**src/hdl/maf_pkg.sv**
```systemverilog
// ----------------------------------------------------------------------------
// maf_pkg: shared constants for the moving average filter
// Register width and reset value of the window length register.
// ----------------------------------------------------------------------------
package maf_pkg;

  // width of the window length register as seen on the config port
  localparam int CFG_BITS = 7;

  // window length after reset
  localparam int WINDOW_RESET = 3;

endpackage

```
**src/hdl/maf_div.sv**
```systemverilog
// ----------------------------------------------------------------------------
// maf_div: serial signed divider
// Restoring division of a signed sum by an unsigned window length, one
// quotient bit per cycle, truncated toward zero.
// ----------------------------------------------------------------------------
module maf_div #(
  parameter int SUM_BITS    = 22,
  parameter int DIV_BITS    = 7,
  parameter int SAMPLE_BITS = 16
) (
  input  logic                   clk,
  input  logic                   rst,
  input  logic                   start,
  input  logic [SUM_BITS-1:0]    dividend,
  input  logic [DIV_BITS-1:0]    divisor,
  output logic                   done,
  output logic [SAMPLE_BITS-1:0] quotient
);

  localparam int STEP_BITS = (SUM_BITS > 1) ? $clog2(SUM_BITS) : 1;

  typedef enum logic [1:0] {
    D_IDLE,
    D_RUN,
    D_FIX
  } div_state_t;

  div_state_t           state;
  logic [STEP_BITS-1:0] step;
  logic [DIV_BITS-1:0]  rem;
  logic [DIV_BITS-1:0]  den;
  logic [SUM_BITS-1:0]  quo;
  logic                 neg;

  logic [DIV_BITS:0]    rem_shift;
  logic                 fits;
  logic [DIV_BITS-1:0]  rem_next;

  // one restoring step: bring down the next dividend bit and try to subtract
  always_comb begin
    rem_shift = {rem, quo[SUM_BITS-1]};
    fits      = (rem_shift >= {1'b0, den});
    if (fits) begin
      rem_next = DIV_BITS'(rem_shift - {1'b0, den});
    end else begin
      rem_next = rem_shift[DIV_BITS-1:0];
    end
  end

  // sequencer, shift registers and registered result
  always_ff @(posedge clk) begin
    if (rst) begin
      state <= D_IDLE;
      done  <= 1'b0;
    end else begin
      done <= 1'b0;
      case (state)
        D_IDLE: begin
          if (start) begin
            neg   <= dividend[SUM_BITS-1];
            quo   <= dividend[SUM_BITS-1] ? (~dividend + 1'b1) : dividend;
            den   <= divisor;
            rem   <= '0;
            step  <= '0;
            state <= D_RUN;
          end
        end
        D_RUN: begin
          rem  <= rem_next;
          quo  <= {quo[SUM_BITS-2:0], fits};
          step <= step + 1'b1;
          if (step == STEP_BITS'(SUM_BITS - 1)) begin
            state <= D_FIX;
          end
        end
        D_FIX: begin
          // restore the sign; magnitude always fits the sample range
          quotient <= neg ? SAMPLE_BITS'(~quo + 1'b1) : SAMPLE_BITS'(quo);
          done     <= 1'b1;
          state    <= D_IDLE;
        end
        default: begin
          state <= D_IDLE;
        end
      endcase
    end
  end

endmodule

```
**src/hdl/moving_average_filter.sv**
```systemverilog
// ----------------------------------------------------------------------------
// moving_average_filter: boxcar moving average over a sample stream
// Ring of recent samples in a synchronous memory, running sum, serial divide.
// ----------------------------------------------------------------------------
// One sample word is taken at a time. A sample that completes or extends a
// full window passes from accept through the ring read, the sum update and
// ring write, and the serial divider, which produces one quotient bit per
// cycle, to the result word; a sample that gives no result goes only through
// the ring read, then the sum update and ring write. A finished result waits
// in the output register while the next sample word is accepted. The window
// length register is written through the config channel while the block is
// idle; each write restarts the series. A zero length acts as one and a
// length above WINDOW_MAX acts as WINDOW_MAX.
module moving_average_filter #(
  parameter int WINDOW_MAX  = 64,
  parameter int SAMPLE_BITS = 16
) (
  input  logic                          clk,
  input  logic                          rst,
  // sample channel
  input  logic                          in_valid,
  output logic                          in_ready,
  input  logic signed [SAMPLE_BITS-1:0] sample,
  input  logic                          last_of_series,
  // result channel
  output logic                          out_valid,
  input  logic                          out_ready,
  output logic signed [SAMPLE_BITS-1:0] average,
  // config channel
  input  logic                          cfg_valid,
  output logic                          cfg_ready,
  input  logic [maf_pkg::CFG_BITS-1:0]  window_length
);

  localparam int PTR_BITS = $clog2(WINDOW_MAX);
  localparam int CNT_BITS = $clog2(WINDOW_MAX + 1);
  localparam int SUM_BITS = SAMPLE_BITS + PTR_BITS;
  localparam int WIN_INIT = (maf_pkg::WINDOW_RESET > WINDOW_MAX) ?
                            WINDOW_MAX : maf_pkg::WINDOW_RESET;

  typedef enum logic [1:0] {
    S_IDLE,
    S_CALC,
    S_DIV
  } state_t;

  state_t                         state;
  logic [CNT_BITS-1:0]            win;
  logic [CNT_BITS-1:0]            fill;
  logic [PTR_BITS-1:0]            pos;
  logic signed [SUM_BITS-1:0]     sum;
  logic signed [SAMPLE_BITS-1:0]  samp;
  logic                           last;
  logic signed [SAMPLE_BITS-1:0]  oldest;

  logic signed [SAMPLE_BITS-1:0]  ring [WINDOW_MAX];

  logic                           full;
  logic [CNT_BITS-1:0]            fill_next;
  logic [PTR_BITS-1:0]            pos_next;
  logic signed [SUM_BITS-1:0]     sum_next;
  logic                           emit;
  logic [31:0]                    cfg_wide;
  logic [CNT_BITS-1:0]            win_cfg;
  logic                           div_start;
  logic                           div_done;
  logic [SAMPLE_BITS-1:0]         div_quo;
  logic                           out_free;
  logic                           div_done_seen;

  assign in_ready  = (state == S_IDLE);
  assign cfg_ready = (state == S_IDLE);
  assign out_free  = !out_valid || out_ready;

  // clamp the written length to 1..WINDOW_MAX
  always_comb begin
    cfg_wide = 32'(window_length);
    if (cfg_wide == 32'd0) begin
      win_cfg = CNT_BITS'(1);
    end else if (cfg_wide > 32'(WINDOW_MAX)) begin
      win_cfg = CNT_BITS'(WINDOW_MAX);
    end else begin
      win_cfg = CNT_BITS'(cfg_wide);
    end
  end

  // sum, fill and position update for the word in hand
  always_comb begin
    full = (fill >= win);
    if (full) begin
      sum_next  = sum + {{PTR_BITS{samp[SAMPLE_BITS-1]}}, samp}
                      - {{PTR_BITS{oldest[SAMPLE_BITS-1]}}, oldest};
      fill_next = fill;
    end else begin
      sum_next  = sum + {{PTR_BITS{samp[SAMPLE_BITS-1]}}, samp};
      fill_next = fill + 1'b1;
    end
    emit = (fill_next >= win);
    if ((CNT_BITS'(pos) + 1'b1) == win) begin
      pos_next = '0;
    end else begin
      pos_next = pos + 1'b1;
    end
  end

  assign div_start = (state == S_CALC) && emit;

  // sample ring: read at accept, written back during the update cycle
  always_ff @(posedge clk) begin
    if (in_valid && in_ready) begin
      oldest <= ring[pos];
    end
    if (state == S_CALC) begin
      ring[pos] <= samp;
    end
  end

  // control, series state and output register
  always_ff @(posedge clk) begin
    if (rst) begin
      state     <= S_IDLE;
      win       <= CNT_BITS'(WIN_INIT);
      fill      <= '0;
      pos       <= '0;
      sum       <= '0;
      out_valid <= 1'b0;
    end else begin
      // output register: load a finished quotient, else drop an accepted word
      if ((state == S_DIV) && div_done_seen && out_free) begin
        average   <= div_quo;
        out_valid <= 1'b1;
      end else if (out_valid && out_ready) begin
        out_valid <= 1'b0;
      end
      case (state)
        S_IDLE: begin
          if (in_valid) begin
            samp  <= sample;
            last  <= last_of_series;
            state <= S_CALC;
          end
        end
        S_CALC: begin
          if (last) begin
            sum  <= '0;
            fill <= '0;
            pos  <= '0;
          end else begin
            sum  <= sum_next;
            fill <= fill_next;
            pos  <= pos_next;
          end
          state <= emit ? S_DIV : S_IDLE;
        end
        S_DIV: begin
          // the divider holds its quotient until the output slot frees up
          if (div_done_seen && out_free) begin
            state <= S_IDLE;
          end
        end
        default: begin
          state <= S_IDLE;
        end
      endcase
      // a length write restarts the series
      if (cfg_valid && cfg_ready) begin
        win  <= win_cfg;
        sum  <= '0;
        fill <= '0;
        pos  <= '0;
      end
    end
  end

  // remembers that the divider finished for the word in hand
  always_ff @(posedge clk) begin
    if (rst) begin
      div_done_seen <= 1'b0;
    end else if (state != S_DIV) begin
      div_done_seen <= 1'b0;
    end else if (div_done) begin
      div_done_seen <= 1'b1;
    end
  end

  maf_div #(
    .SUM_BITS    (SUM_BITS),
    .DIV_BITS    (CNT_BITS),
    .SAMPLE_BITS (SAMPLE_BITS)
  ) u_div (
    .clk      (clk),
    .rst      (rst),
    .start    (div_start),
    .dividend (sum_next),
    .divisor  (win),
    .done     (div_done),
    .quotient (div_quo)
  );

endmodule

```
**config.mk**
```make
export PLATFORM = sky130hd
export DESIGN_NAME = moving_average_filter
export DESIGN_NICKNAME = d
export VERILOG_FILES = /design/src/hdl/maf_pkg.sv /design/src/hdl/maf_div.sv /design/src/hdl/moving_average_filter.sv
export SDC_FILE = /design/constraint.sdc
export NUM_CORES = 1
export LEC_CHECK = 0
export BUFFER_PORTS_ARGS = -buffer_cell sky130_fd_sc_hd__buf_4
export CAP_MARGIN = 5
export CORE_MARGIN = 10
export CORE_UTILIZATION = 45
export CTS_CLUSTER_DIAMETER = 150
export CTS_CLUSTER_SIZE = 40
export DETAILED_ROUTE_END_ITERATION = 10
export PLACE_DENSITY_LB_ADDON = 0.2
export RECOVER_POWER = 100
export SYNTH_ARGS = -nofsm -noshare
export SYNTH_HDL_FRONTEND = slang
export SYNTH_SLANG_ARGS = --single-unit
```
**constraint.sdc**
```tcl
create_clock -name clk -period 11.6 [get_ports clk]
set_clock_uncertainty 0.1 [all_clocks]
set_input_delay 0.58 -clock clk [delete_from_list [all_inputs] [get_ports clk]]
set_output_delay 0.58 -clock clk [all_outputs]
set_load 0.03 [all_outputs]
```
; ---- Yosys cells after proc, flatten, opt, wreduce, memory -nomap -nowiden
; Memory sizes are Yosys's and may differ from the RTL's. A register that Yosys moved wholly into a read port is not among the register bits.
; Cells that the tools add are included.
[word_totals]
mem_count = 1
reg_bits = 140
ram_bits = 1024
word_cells = 98
out_inout_bits = 19
[classes]
muxes = 29
n_eq_ne = 11
order_cmp = 4
bitwise = 3
reduce_logical = 23
n_addsub = 9
[memory_table]
columns = memory, words, width, rd, rd_ports_with_merged_regs, wr, line
row1 = ring, 64, 16, 1, 1, 1, moving_average_filter.sv:56  ; logic signed [SAMPLE_BITS-1:0] ring [WINDOW_MAX];
[ops]
columns = op, n
row1 = $mux 22, 4
row2 = $pmux 22 s2, 1
row3 = $mux 7, 6
row4 = $add 22x1->22 const B, 1
row5 = $add 22x22->22, 1
row6 = $not 22->22, 1
row7 = $sub 22x22->22, 1
row8 = $add 16x1->16 const B, 1
row9 = $mux 16, 1
row10 = $not 16->16, 1
row11 = $ge 7x7->1, 2
row12 = $pmux 7 s2, 1
row13 = $mux 6, 2
row14 = $mux 2, 5
row15 = $pmux 5 s2, 1
row16 = $reduce_and 3->1, 3
row17 = $ge 8x7->1, 1
row18 = $reduce_and 2->1, 4
row19 = $add 6x1->7 const B, 1
row20 = $add 7x1->7 const B, 1
row21 = $eq 7x7->1, 1
row22 = $gt 7x7->1 const B, 1
row23 = $logic_and 1x1->1, 7
row24 = $logic_not 7->1, 1
row25 = 18 further kinds, 30

; ---- Logic depth before layout (Yosys ltp)
[depth]
depth_word = 8
mapped_depth = 21

; ---- By module
; From an unflattened synthesis, not the netlist that was laid out.
[unflattened]
cells_unflattened = 2955
area_unflattened_um2 = 46562.2
[modules_own_cells]
columns = mod, n_inst, cells_per_inst, area_each_um2
row1 = moving_average_filter, 1, 2648, 43168.9
row2 = maf_div, 1, 307, 3393.3

; ---- Worst setup path before layout
; No wires, ideal clock.
[synth_path]
path_type = register to register
startpoint = register fill[0]
endpoint = register u_div.quo[0], enable pin
path_slack_ns = 5.239
n_path_buf = 4
arrival_time_ns = 5.785
required_ns = 11.023
stages_incl_launch_ff = 20
period_less_slack_ns = 6.361
path_cell_list = dfxtp_1 -> inv_1 -> ha_1 -> nand2b_1 -> a31oi_1 -> o21ai_1 -> buf_6 -> clkbuf_8 -> clkbuf_1 -> buf_1 -> or2_2 -> xnor2_1 -> ha_1 -> nor2b_1 -> o21ai_0 -> nand2b_1 -> a21oi_1 -> nor2b_1 -> o21ai_0 -> a211oi_1
[synth_via]
elab_chain_cells = 6
elab_cells_between_ends = 7
[synth_lines]
columns = item, line
row1 = start: declaration, moving_average_filter.sv:49  ; logic [CNT_BITS-1:0] fill;
row2 = start signal: assignment, moving_average_filter.sv:150  ; fill <= fill_next;
row3 = $add 7x1->7 or $ge 7x7->1 (tied branches), "moving_average_filter.sv:96, moving_average_filter.sv:89"
row4 = $mux 7 (*), moving_average_filter.sv:90  ; if (full) begin
row5 = $ge 7x7->1 (*), moving_average_filter.sv:98  ; emit = (fill_next >= win);
row6 = $logic_and 1x1->1 (*), moving_average_filter.sv:106  ; assign div_start = (state == S_CALC) && emit;
row7 = $ne 2x2->1 (no line) (*), --
row8 = $reduce_and 3->1 (no line) (*), --
row9 = end signal: assignment, maf_div.sv:61  ; quo <= dividend[SUM_BITS-1] ? (~dividend + 1'b1) : dividend;
row10 = end signal: assignment, maf_div.sv:70  ; quo <= {quo[SUM_BITS-2:0], fits};
row11 = end: declaration, maf_div.sv:32  ; logic [SUM_BITS-1:0] quo;
; Every way passes the cells marked *; elsewhere a longest branch is shown, timed or not.
; A chain may end at the register's enable or synchronous reset.

; ---- Worst setup path in the final report
[layout_path]
startpoint = register pos[0]
endpoint = memory ring[9][3], enable pin
[layout_rtl]
columns = item, line
row1 = start: declaration, moving_average_filter.sv:50  ; logic [PTR_BITS-1:0] pos;
row2 = start signal: assignment, moving_average_filter.sv:151  ; pos <= pos_next;
row3 = end: declaration, moving_average_filter.sv:56
; Straight into the memory's write port.

==> key figures <==
Clock network
  – Clk root buf: clkbuf_16
  – CTS sink count: 1180
  – Post CTS Setup Buffer Count: 0
  – Num CTS Buffers: 35
  – H-tree depth: 2
  – Clk Latency, worst-skew pair: 0.66 ns
  – Clock Path Buffers: 3
  – Clock transition at path regs: around 0.15 ns
  – CTS tree: yes

Die
  – Core area: 104000 µm²
  – Die Y-Extent: 343 µm
  – Initial Util: 45.4%
  – Die ar.: between 100000 and 150000 µm²
  – I/O pin count: 48
  – # rows: between 100 and 150
  – Die X: between 300 and 400 µm

Place
  – Post-DP HPWL: 76300 µm
  – Place WS: 5.74 ns
  – RD Place Congestion: 0.899
  – Placed inst area: 49500 µm²
  – # port buffers: between 40 and 50

Layout
  – Share of cells above drive strength 1: between 4 and 5%
  – Most frequent cells in the layout: edfxtp_1 (1131), a22oi_1 (332), nor2_1 (192), clkbuf_1 (112)
  – Antenna cell count: 0
  – Final instance area: 50000 µm²
  – Area Overhead vs Synth: 6.26%
  – Net count, final: 3182
  – Commonest non-fill, non-tap cell in the layout: edfxtp_1

Synthesis
  – Synth Register Bits: between 1000 and 1500
  – Avg Synthesized Cell Area: 15.5 µm²
  – Warning count from the yosys run: 0
  – Area share of the largest cell type after synthesis: 72.1%
  – Syn Inst Count: between 3000 and 4000
  – Number of flops mapped to enable cells by yosys: 1131
  – Post-synth top flop: edfxtp_1
  – Sequential share of the synthesized area: between 70% and 80%
  – Mapped cell area: 47100 µm²
  – Largest area contributor in the netlist: edfxtp_1
  – Syn_nets: 3145
  – Yosys cell types: 93
  – FFs w/ async S/R, synth: 0%
  – Ranking of synthesized cells by area: edfxtp_1 (72%), a22oi_1 (5.3%), dfxtp_1 (2.1%)

GRT
  – GRT Resource Usage Total: 21.5%
  – GRT Residual Overflow: 0
  – Grt met1 use: 30.2%
  – Met3 GRT Util: 2.07%
  – Initial antenna violation count: 1
  – Vias in the first global route: 27384
  – First-pass GRT wire length: 189000 µm
  – GR peak layer: met2
  – Pin count of the biggest net entering global routing: 94
  – Met2 Usage GRT: 35.5%

Timing
  – Final Hold Slack: 0.0601 ns
  – Max Fclk: roughly 110 MHz
  – Hold Vio Cnt, Final: 0
  – Worst-margin pin slew: 5.32 ns
  – Min setup slack post-route: 2.76 ns
  – Slew margin rel.: -255%
  – RSZ-0062 raised after global routing: no
  – Count of final max-slew check failures: around 1600
  – Period utilization: 76.2%
  – Final Setup Violations: 0
  – Fin crit period: roughly 8.8 ns
  – Setup TNS: 0 ns

Critical path
  – Worst path slowest cell: clkbuf_1
  – Critical-path cell list: nor3b_1, buf_4, clkbuf_1, nand2_1, nor2_1, clkbuf_1
  – Critical Path Most Common Cell: clkbuf_1
  – Arrival time worst endpoint: 9.02 ns
  – CP Max Fanout: between 70 and 80
  – CP Class: reg -> reg
  – CP peak stage delay: 3.71 ns
  – Crit-path leading delay family: buffers and inverters
  – CP endpoint kind: register
  – Crit path buf inv count: 3
  – WP data required: 11.78 ns
  – Startpoint types: register

Power
  – Clk pwr share: 25.5%
  – P per Cell Area: 137 nW/µm²
  – Sw Pwr: between 0.001 and 0.0015 W
  – Internal power: 0.00539 W
  – Leak: 15.3 nW
  – VDD IR-drop max: 124 µV
  – Part of the power in combinational logic: 6.2%
  – Sequential share of power: 68.3%
  – Sw frac: between 20% and 30%

Drt
  – Routed vias/inst: 6.36
  – Total routed wirelength: 130000 µm
  – Routed via count: 28393
  – Iteration count of the initial detailed-routing pass: 6
  – Routed len/inst: 29.2 µm
  – Drt drc: 0
  – Number of DRC markers in iteration 0: 3323
  – Antenna violation net count after detailed routing: 0

Status
  – Failing checks: max-capacitance violations, max-slew violations
  – Outcome: finished with violations

Run
  – Maximum capacitance violations: 30

Worst hold path
  – Hold Path Class: in -> reg
path summary, 6_finish.rpt:
kind	end	from	depth (start not counted)	slack (ns)
setup / recovery	ring[9][3]	pos[0]	6	2.76
hold reg to reg	average[12]	u_div.quotient[12]	0	0.34
hold / removal	win[0]	window_length[6]	2	0.06
setup reg to reg	ring[9][3]	pos[0]	6	2.76
flip-flops by register name, indices dropped and copies added, names as in the netlist, 2 cells and up:
register and count:
win 7, ring 1024, average 16, u_div.step 5, u_div.den 7, u_div.state 2, u_div.rem 7, state 2
u_div.quotient 16, pos 6, u_div.quo 22, samp 16, fill 7, oldest 16, sum 22
power by group through the flow:
stage	sequential [W]	clock, W	combinational [W]
floorplan	0.00480	0	0.000266
global placement	0.00478	0	0.000416
detailed placement	0.00478	0	0.000426
CTS	0.00469	0.00179	0.000431
global route	0.00470	0.00192	0.000465
finish	0.00469	0.00176	0.000426
layout make-up:
class	count	area (µm²)
clock inverters	4	53.8
inverters	57	214
fillers	8831	53600
repair buffers	182	1040
multi-input cells	1625	11200
flip-flops and latches	1180	34900
clock buffers	38	887
well taps	1380	1730
cell usage after synthesis (41+ instances only):
master	instances
a21oi_1	109
a22oi_1	332
a31oi_1	109
clkbuf_1	130
o21ai_0	48
nand4_1	41
ha_1	69
nand2_1	89
dfxtp_1	49
a22o_1	102
inv_1	57
xnor2_1	43
nor2_1	194
a221oi_1	104
nand3_1	54
edfxtp_1	1131
what timing repair did:
action                                 4_1_cts  5_1_grt
gates resized for setup                      0        0
endpoints found under the hold margin       12        0
hold buffers                                12        0
setup endpoints to repair                    0        0
kinds of logic (layout without fill, tap and decap cells):
kind of cell,count (synthesis),count (layout),synth area share (%)
and+or+nand+nor,546,546,5.72
adders and majority gates,72,72,1.96
muxes,12,12,0.260
AOI/OAI and AO/OA,928,928,14.5
xor gates and xnor gates,67,67,1.25
DFF,1180,1180,74.2
buffers and inverters,239,281,2.07
per-stage QoR:
step | power [W] | instances | util [%]
4_1_cts | 0.00691 | 4466 | 48.8
3_5_place_dp | 0.00521 | 4412 | 47.8
3_3_place_gp | 0.00520 | 4412 | 47.8
2_1_floorplan | 0.00507 | 3044 | -
5_1_grt | 0.00708 | 4466 | 48.3
6_report | 0.00688 | 4466 | 48.3
per-layer routing:
metal / share of wire [%] / vias up
met5: 0 / -
met4: 2.9 / 0
met3: 6.9 / 172
met2: 48 / 1201
met1: 42 / 14686
li1: - / 12334
(Power assumes the default switching activity.)
